## src/hdl/efp_queue.sv

```systemverilog
// small flip-flop queue between the point former and the iteration engine
module efp_queue #(
  parameter int WIDTH = 8,
  parameter int DEPTH = 4
) (
  input  logic             clk,
  input  logic             rst,
  input  logic             push,
  input  logic [WIDTH-1:0] wr_data,
  output logic             full,
  input  logic             pop,
  output logic [WIDTH-1:0] rd_data,
  output logic             empty
);

  localparam int AW   = (DEPTH > 1) ? $clog2(DEPTH) : 1;
  localparam int CNTW = $clog2(DEPTH + 1);

  logic [WIDTH-1:0] mem [DEPTH];
  logic [AW-1:0]    wr_ptr;
  logic [AW-1:0]    rd_ptr;
  logic [CNTW-1:0]  count;
  logic             do_push;
  logic             do_pop;

  assign full    = (count == CNTW'(DEPTH));
  assign empty   = (count == '0);
  assign do_push = push && !full;
  assign do_pop  = pop && !empty;
  assign rd_data = mem[rd_ptr];

  // storage
  always_ff @(posedge clk) begin
    if (do_push) begin
      mem[wr_ptr] <= wr_data;
    end
  end

  // pointers and fill level
  always_ff @(posedge clk) begin
    if (rst) begin
      wr_ptr <= '0;
      rd_ptr <= '0;
      count  <= '0;
    end else begin
      if (do_push) begin
        wr_ptr <= (wr_ptr == AW'(DEPTH - 1)) ? '0 : wr_ptr + 1'b1;
      end
      if (do_pop) begin
        rd_ptr <= (rd_ptr == AW'(DEPTH - 1)) ? '0 : rd_ptr + 1'b1;
      end
      if (do_push && !do_pop) begin
        count <= count + 1'b1;
      end else if (do_pop && !do_push) begin
        count <= count - 1'b1;
      end
    end
  end

endmodule

```

## config.mk

```make
export PLATFORM = sky130hd
export DESIGN_NAME = efp_queue
export DESIGN_NICKNAME = d
export VERILOG_FILES = /design/src/hdl/efp_queue.sv
export SDC_FILE = /design/constraint.sdc
export NUM_CORES = 1
export LEC_CHECK = 0
export ABC_AREA = 0
export BUFFER_PORTS_ARGS = -buffer_cell sky130_fd_sc_hd__buf_2
export CAP_MARGIN = 20
export CORE_AREA = 2 2 73 75
export CTS_CLUSTER_DIAMETER = 150
export DETAILED_ROUTE_END_ITERATION = 16
export DIE_AREA = 0 0 75 77
export GPL_TIMING_DRIVEN = 0
export RECOVER_POWER = 50
export SLEW_MARGIN = 20
export SYNTH_ARGS = -nofsm -noshare
export SYNTH_HDL_FRONTEND = slang
export SYNTH_SLANG_ARGS = --single-unit
```

## constraint.sdc

```tcl
create_clock -name clk -period 6.3 [get_ports clk]
set_input_delay 0.315 -clock clk [delete_from_list [all_inputs] [get_ports clk]]
set_output_delay 0.315 -clock clk [all_outputs]
set_load 0.05 [all_outputs]
```

==> results.py <==
metrics = {
    "sta": {
        "slew_headroom_pct": 65.3,
        "period_share_pct": 41.8,
        "setup_viol": 0,
        "maxSlewViolCount": 0,
        "setup_ws_ps": 3670,
        "rsz0062_at_grt": "false",
        "whs_ps": 290,
        "fmax_mhz": 380,
        "tightest_slew_ps": 517,
        "tns_ps": 0,
        "fin_skew_ps": 8.75,
        "final.min_clock_period_ps": 2630,
        "finalHoldViolations": 0,
    },
    "floorplan": {
        "fp.dieW_um": 75,
        "start_util_pct": 33.1,
        "io_pins": 22,
        "num_rows": 26,
        "dieArea_um2": 5780,
        "fp.dieH_um": 77,
        "coreArea_um2": 4980,
    },
    "route": {
        "wl_met2_um": 1340,
        "met3_length_um": 145,
        "drc_errors": 0,
        "ant_nets": 0,
        "via_per_inst": 4.53,
        "wl_met1_um": 1140,
        "top_layer": "met4",
        "initialDrtViolationCount": 39,
        "vias": 856,
        "firstDrtPassIters": 3,
        "wirelength_um": 2670,
        "wire_per_inst_um": 14.1,
    },
    "finish": {
        "syn2layout_area_growth_pct": 16.1,
        "fin_nets": 138,
        "antenna_cells": 0,
        "multi_input_area_um2": 448,
        "regArea_um2": 1140,
        "fin_cells": 189,
        "post-route-util_pct": 38.4,
        "post-route-cell-area_um2": 1910,
        "drive_gt1_share_pct": 28.6,
        "fillCellCount": 492,
    },
    "global_routing": {
        "grt_overflow": 0,
        "antenna_found_initial": 0,
        "grt_max_degree": 13,
        "grt_pass1_vias": 914,
        "grt_first_pass_wirelength_um": 4480,
        "grt_usage_pct": 10.6,
    },
    "yosys": {
        "syn_nets": 111,
        "synth.most_common_cell": "edfxtp_1",
        "synth.cell_area_um2": 1650,
        "synth_area_per_cell_um2": 17.9,
        "ys_seq_area_share_pct": 69.4,
        "ys_ff_latch": 41,
        "synth_cell_type_count": 26,
        "ys_warn_count": 0,
        "synth_top_area_share_pct": 58.4,
        "synthFlopType": "edfxtp_1",
        "synth_edf_count": 32,
        "ys_top_cells_by_count": "edfxtp_1, dfxtp_1, mux4_2",
        "synth_cells": 92,
        "synth_top_area_cell": "edfxtp_1",
        "synth.top_cells.by_area": "edfxtp_1, dfxtp_1, mux4_2, ha_1, and3_2",
        "async_flop_share_pct": 0,
    },
    "place": {
        "post-place-ws_ps": 3930,
        "hpwl_um": 1900,
        "dpl-instance-area_um2": 1830,
        "numPortBuffers": 20,
        "gp_congestion": 0.702,
        "placed_cells": 182,
    },
    "pwr": {
        "leakage_nw": 0.684,
        "p_sw_mw": 0.280,
        "comb_power_share_pct": 32.7,
        "irDropWorstVdd_mv": 0.169,
        "p_total_mw": 0.814,
        "p_seq_share_pct": 42.8,
        "clock_power_share_pct": 24.5,
        "power_density_nw_per_um2": 426,
        "internal_power_mw": 0.534,
        "p_sw_share_pct": 34.4,
    },
    "critical_path": {
        "cp_slowest_cell": "dfxtp_1",
        "end_kind": "flip-flop",
        "reg2reg_depth": 10,
        "cp-start-kind": "flip-flop",
        "r2r_start": "count[0]",
        "criticalPathCategory": "reg -> reg",
        "crit_fanout": 7,
        "reg2reg_to": "count[2]",
        "worstPathRequired_ps": 6510,
        "crit_chain": "or3b_1, clkbuf_1, clkinv_4, nor2_1, ha_1, inv_1, fa_1, xor2_1, or3_2, a21oi_1",
        "critPathTopFamily": "simple AND/OR/NAND/NOR gates",
        "r2r_slack_ps": 3670,
        "cp_num_buf_inv": 3,
        "cpPeakStageDelay_ps": 440,
        "worstPathArrival_ps": 2850,
    },
    "clock_network": {
        "insertion_delay_ps": 290,
        "clk_pin_slew_ps": 80,
        "cts_resized": 0,
        "cts_buffers": 5,
        "htreeDepth": 2,
        "cts_setup_buffers": 0,
        "clockBufferDepth": 2,
        "clock-sinks": 41,
        "cts_hold_buf": 0,
        "cts_tree": "done",
        "root_buffer": "clkbuf_8",
    },
    "hold_path": {
        "holdPathEnd": "mem[0][6]",
        "min_from": "wr_data[6]",
        "worstHoldPathCells": 1,
        "holdCritPathClass": "in -> reg",
    },
    "flow_run": {
        "maxCapViolCount": 0,
    },
    "outcome": {
        "status": "finished clean",
    },
}
-- how the worst max path moves through the flow --
stage | start | to | slack, ps | cells after the start
floorplan | count[0] | count[2] | 4040 | 10
global placement | count[0] | count[2] | 4030 | 10
detailed placement | count[0] | count[2] | 3930 | 10
CTS | count[0] | count[2] | 3890 | 10
global route | count[0] | count[2] | 3450 | 10
finish | count[0] | count[2] | 3670 | 10
-- routing by layer --
metal	GRT usage, %	vias up
met4	3.21	0
li1	-	407
met2	17.1	23
met1	13.1	421
met3	3.94	5
met5	0	-
-- cells by family after synthesis --
logic type	synth area share, %
xor gates and xnor gates	1.06
DFF	69.4
muxes	12.2
AOI/OAI and AO/OA	3.04
and+or+nand+nor	5.70
adders and majority gates	5.78
buffers and inverters	2.89
-- power groups by stage --
stage                     registers [mW]  clock network (mW)  logic (mW)
after floorplan                    0.350                   0       0.222
after global placement             0.353                   0       0.268
after detailed placement           0.356                   0       0.276
after CTS                          0.350               0.207       0.277
after global routing               0.354               0.219       0.293
final                              0.348               0.199       0.266
-- sequential cells by signal, indices dropped and copies added (netlist names), named ones only --
signal,count
mem,32
count,3
wr_ptr,2
rd_ptr,2
-- cell type report --
type	instances	share of cell area [%]
clock buffers	5	3.60
inverters	5	1.24
flip-flops and latches	41	59.7
plain buffers	4	0.851
repair buffers	20	4.72
clock inverters	2	1.83
well taps	70	4.58
multi-input cells	42	23.4
-- cells in the final DEF (no fill, tap or decap), drive strengths merged, types with 2 or more instances in the layout --
| cell | n |
|---|---|
| edfxtp | 32 |
| clkbuf | 15 |
| buf | 14 |
| dfxtp | 9 |
| mux4 | 8 |
| ha | 6 |
| inv | 4 |
| nor2 | 4 |
| and3 | 4 |
| a21oi | 3 |
| nor3 | 2 |
| xor2 | 2 |
| nand3 | 2 |
| mux2i | 2 |
| clkinv | 2 |
| o31ai | 2 |
| or3 | 2 |
| o21ai | 2 |
Note: power is estimated with default switching activity, not from simulation.
