[src/hdl/efp_pkg.sv]
// shared types, widths and register codes of the escape-time fractal pixel engine
package efp_pkg;

  // fixed-point format of the coordinates
  localparam int FRAC_BITS = 28;
  localparam int COORD_W   = 32;
  localparam int POS_W     = 12;
  localparam int COUNT_W   = 24;

  // point forming: signed coordinate times unsigned position, then the edge
  localparam int PROD_W = COORD_W + POS_W + 1;
  localparam int CW     = PROD_W + 1;

  // iteration datapath: components below two, their products, next values
  localparam int XW = FRAC_BITS + 2;
  localparam int PW = 2 * XW;
  localparam int NW = ((FRAC_BITS + 4 > CW) ? FRAC_BITS + 4 : CW) + 1;

  // configuration register indexes
  localparam int CFG_INDEX_W = 3;
  localparam logic [CFG_INDEX_W-1:0] REG_MAX_ITERATIONS = 3'd0;
  localparam logic [CFG_INDEX_W-1:0] REG_LEFT_EDGE      = 3'd1;
  localparam logic [CFG_INDEX_W-1:0] REG_LOWER_EDGE     = 3'd2;
  localparam logic [CFG_INDEX_W-1:0] REG_STEP_X         = 3'd3;
  localparam logic [CFG_INDEX_W-1:0] REG_STEP_Y         = 3'd4;

  // configuration as seen by the front and back parts
  typedef struct packed {
    logic        [COUNT_W-1:0] max_iterations;
    logic signed [COORD_W-1:0] left_edge;
    logic signed [COORD_W-1:0] lower_edge;
    logic signed [COORD_W-1:0] step_x;
    logic signed [COORD_W-1:0] step_y;
  } efp_cfg_t;

  // one formed point waiting for the iteration engine
  typedef struct packed {
    logic signed [CW-1:0]    cr;
    logic signed [CW-1:0]    ci;
    logic        [POS_W-1:0] col;
    logic        [POS_W-1:0] row;
    logic                    zero_limit;
  } efp_point_t;

  // iteration engine sequencer
  typedef enum logic [1:0] {
    ST_IDLE,
    ST_MUL,
    ST_ADD,
    ST_DONE
  } efp_state_t;

endpackage

[src/hdl/efp_front.sv]
// front part: accepts pixel positions and forms the complex point c
module efp_front (
  input  logic                  clk,
  input  logic                  rst,
  input  efp_pkg::efp_cfg_t     cfg,
  input  logic                  push,
  output logic                  full,
  input  logic [11:0]           pixel_column,
  input  logic [11:0]           pixel_row,
  output logic                  q_push,
  output efp_pkg::efp_point_t   q_data,
  input  logic                  q_full
);

  import efp_pkg::*;

  logic             s_valid;
  logic [POS_W-1:0] s_col;
  logic [POS_W-1:0] s_row;
  logic             accept;

  logic signed [PROD_W-1:0] prod_x;
  logic signed [PROD_W-1:0] prod_y;
  logic signed [PROD_W-1:0] col_ext;
  logic signed [PROD_W-1:0] row_ext;

  // the stage holds one position until the queue has room
  assign full   = s_valid && q_full;
  assign accept = push && !full;
  assign q_push = s_valid && !q_full;

  always_ff @(posedge clk) begin
    if (rst) begin
      s_valid <= 1'b0;
    end else if (accept) begin
      s_valid <= 1'b1;
    end else if (q_push) begin
      s_valid <= 1'b0;
    end
  end

  always_ff @(posedge clk) begin
    if (accept) begin
      s_col <= pixel_column;
      s_row <= pixel_row;
    end
  end

  // c = edge + position * step, kept exact
  assign col_ext = PROD_W'($signed({1'b0, s_col}));
  assign row_ext = PROD_W'($signed({1'b0, s_row}));
  assign prod_x  = col_ext * PROD_W'(cfg.step_x);
  assign prod_y  = row_ext * PROD_W'(cfg.step_y);

  always_comb begin
    q_data.cr         = CW'(prod_x) + CW'(cfg.left_edge);
    q_data.ci         = CW'(prod_y) + CW'(cfg.lower_edge);
    q_data.col        = s_col;
    q_data.row        = s_row;
    q_data.zero_limit = (cfg.max_iterations == '0);
  end

endmodule

[config.mk]
export PLATFORM = sky130hd
export DESIGN_NAME = efp_front
export DESIGN_NICKNAME = d
export VERILOG_FILES = /design/src/hdl/efp_pkg.sv /design/src/hdl/efp_front.sv
export SDC_FILE = /design/constraint.sdc
export NUM_CORES = 2
export LEC_CHECK = 0
export BUFFER_PORTS_ARGS = -buffer_cell sky130_fd_sc_hd__buf_4
export CAP_MARGIN = 25
export CELL_PAD_IN_SITES_DETAIL_PLACEMENT = 0
export CELL_PAD_IN_SITES_GLOBAL_PLACEMENT = 1
export CORE_ASPECT_RATIO = 1.25
export CORE_MARGIN = 1
export CORE_UTILIZATION = 49
export CTS_CLUSTER_DIAMETER = 40
export DETAILED_ROUTE_END_ITERATION = 10
export GPL_TIMING_DRIVEN = 0
export PLACE_DENSITY_LB_ADDON = 0.1
export SLEW_MARGIN = 0
export SYNTH_ARGS = -nofsm -noshare
export SYNTH_HDL_FRONTEND = slang
export SYNTH_SLANG_ARGS = --single-unit
[constraint.sdc]
create_clock -name clk -period 9.9 [get_ports clk]
set_input_delay 1.485 -clock clk [delete_from_list [all_inputs] [get_ports clk]]
set_output_delay 1.485 -clock clk [all_outputs]
set_load 0.01 [all_outputs]
==> metrics.md <==
| Metric | Value |
|---|---|
| Gr usage total | 31.59% |
| Post-DP HPWL | 84,230 um |
| Element type at the critical path start | primary input |
| Vias per cell | 5.173 |
| Clk buf depth | 2 |
| Core Region | ~61,000 um^2 |
| Commonest cells after routing, fill and taps aside | 911 x inv_1, 764 x fa_1, 482 x nand2_1, 350 x and2_1, 303 x buf_4 |
| Clock transition at path regs | 120 ps |
| WHS | 673.4 ps |
| R2r startpoint | s_valid |
| Simple-gate share of the synthesized area | between 15 and 20% |
| Worst-Skew Late Latency | 320 ps |
| Critical path arrival | 8200 ps |
| WL/cell | 20.77 um |
| Fin cells | 4,557 |
| Die width | between 200 and 250 um |
| Clk_skew | 11.95 ps |
| Layout area overhead | 11.08% |
| Port Buffer Count | 298 |
| Site Rows | 101 |
| Global route overflow | 0 |
| CP dominant cell by count | fa_1 |
| Post-route minimum period | 9684 ps |
| Die ar. | 63,200 um^2 |
| Die height | 280.8 um |
| Syn_area_per_cell | 8.833 um^2 |
| DR vias | around 24,000 |
| Asr flop ratio synth | 0% |
| CP startpoint | cfg[12] |
| Sequential fraction of the synthesis area | around 2.4% |
| Critical path capture point type | primary output |
| Dpl cells | 4,574 |
| Pin count of the biggest net entering global routing | 15 |
| # IOs | 299 |
| Syn_nets | 4,608 |
| WL final | 94,630 um |
| Pre-antenna DRT Iters | 5 |
| Gate count after technology mapping | roughly 3,500 |
| Status | complete, no violations |
| Remaining DRCs | 0 |
| CTS tree | done |
| Worst slew pin tran | 982.3 ps |
| Synth Area in Compound Gates | a little under 7% |
| Largest family of logic cells by synthesized area | adder cells |
| Fmax | 0.1033 GHz |
| Final hold violation count | 0 |
| Initial antenna violation count | 1 |
| RSZ-0062 raised after global routing | false |
| Post-synthesis mux area share | 0.03284% |
| Synth Cell Area | roughly 30,000 um^2 |
| Share of cells above drive strength 1 | 9.885% |
| CP max FO | 10 |
| Final setup fails | 0 |
| Post-route ant nets | 0 |
| Post-Synth XOR/XNOR Area | 2.587% |
| Req. time, crit path | 8420 ps |
| First-pass GRT wire length | 149,700 um |
| Routability Congestion | 0.9557 |
| Number of synthesized register bits | 25 |
| Hold wc startpoint | s_valid |
| Max_slew headroom | approximately 35% |
| CP cell instances | buf_4 > clkbuf_1 > and2_1 > fa_1 > inv_1 > fa_1 > inv_1 > fa_1 > fa_1 > fa_1 > inv_1 > fa_1 > inv_1 > ha_1 > a21o_1 > a21o_1 > a21oi_1 > nand3_2 > a211oi_4 > o31ai_4 > o21ai_1 > a31oi_1 > xor2_1 > buf_4 |
| DRT iter0 DRCs | 1,022 |
| CTS Sinks | 25 |
| Main synth FF type | edfxtp_1 |
| Initial Util | 49.83% |
| Fin nets | 4,892 |
| Vias in the first global route | 26,730 |
| FF-to-FF setup slack | 8320 ps |
| TritonCTS Buffers | 3 |
| Max Cap Viol | 0 |
| Synth warn | 0 |
| Max-slew violations | 0 |
| Antenna cell count | 0 |
| CP max stage cell | fa_1 |
| EDFF count, synth | 24 |
| Most common cell after layout, fill and taps aside | inv_1 |
| Clock H-tree levels | 1 |
| Slowest stage delay, CP | 660 ps |
| Adder-cell share of the synthesized area | 58.97% |
| Root Driver | clkbuf_16 |
| Hold_buf cts | 0 |
| Yosys cell types | 82 |
| Min-Delay Path Class | reg2reg |
| Worst Path Class, Setup | in2out |
| Period Utilization, post-route | 97.82% |
sequential cells by signal (all words and copies together), names as in the netlist:
name	cells
s_row	12
s_col	12
s_valid	1
final timing paths:
| check | cells past startpoint | endpoint |
|---|---|---|
| min | 3 | s_valid |
| max reg2reg | 3 | s_row[0] |
| min reg2reg | 3 | s_valid |
| max | 24 | q_data[63] |
timing repair:
action | CTS | global route
resized for setup | 2 | 5
endpoints found under the setup margin | 2 | 14
buffers inserted | 0 | 2
pin swaps | 0 | 2
hold endpoints to repair | 0 | 0
critical path, delay by kind of cell:
| kind | cells | cell delay (ps) |
|---|---|---|
| xor+xnor | 1 | 250 |
| fa+ha+maj | 7 | 3480 |
| buf+inv | 7 | 820 |
| simple gates | 2 | 440 |
| compound gates | 7 | 1710 |
through the flow:
stage | cell area [um^2] | TNS, ps | utilization [%] | setup WS, ps
floorplan | 30480 | 0 | - | 1439
global placement | 33740 | -1034 | 55.17 | -351.8
detailed placement | 33790 | -524.1 | 55.24 | -282.3
CTS | 33870 | 0 | 55.38 | 14.65
global route | 33850 | 0 | 55.35 | 1.436
finish | 33850 | 0 | 55.35 | 215.5
routing by layer:
metal / GRT usage (%) / vias to the layer above / wire length [um]
met5: 0 / - / 0
met4: 17.30 / 0 / 6140
met3: 2.886 / 202 / 3465
met2: 57.87 / 624 / 49890
met1: 36.05 / 12120 / 35130
li1: - / 10620 / -
final cells by class:
class / instances / area (um^2)
Clock inverter: 1 / 5.005
Clock buffer: 3 / 75.07
Tap cell: 824 / 1031
Timing Repair Buffer: 302 / 2300
Inverter: 911 / 3420
Buffer: 144 / 596.8
Multi-Input combinational cell: 2347 / 25680
Fill cell: 5826 / 27310
Sequential cell: 25 / 740.7
cell usage after synthesis, types with 6 or more instances:
master    number  area (um^2)
a21oi_1       94        470.5
xnor2_1       56        490.5
nand2_1      482         1809
clkbuf_1     149        559.3
edfxtp_1      24        720.7
nand4_1       11        68.82
nor3_1         9        45.04
fa_1         764        15290
buf_2          7        35.03
nor2b_1       10        62.56
nand2b_1       8        50.05
o21bai_1      14        105.1
o21ai_1        6        30.03
o21a_1         9        67.56
nor4_1         9        56.30
nand3_1       15        75.07
ha_1         214         2678
a21o_1        46        345.3
a31oi_1       12        75.07
o21ai_0       48        240.2
and2_1       350         2190
a21oi_2        6        52.55
inv_1        911         3420
and3_1        10        62.56
a211oi_1       7        52.55
nor2_1        46        172.7
xor2_1        34        297.8
logic make-up (layout without fill, tap and decap cells):
group | count (synthesis) | count (layout)
buffers and inverters | 1078 | 1361
adders and majority gates | 978 | 978
and+or+nand+nor | 976 | 976
AOI/OAI and AO/OA | 302 | 302
xor gates and xnor gates | 90 | 90
DFF | 25 | 25
muxes | 1 | 1
Power is left out: the tool's default activity adds up to more than one toggle a clock period on the data nets, which glitch-free logic cannot reach.
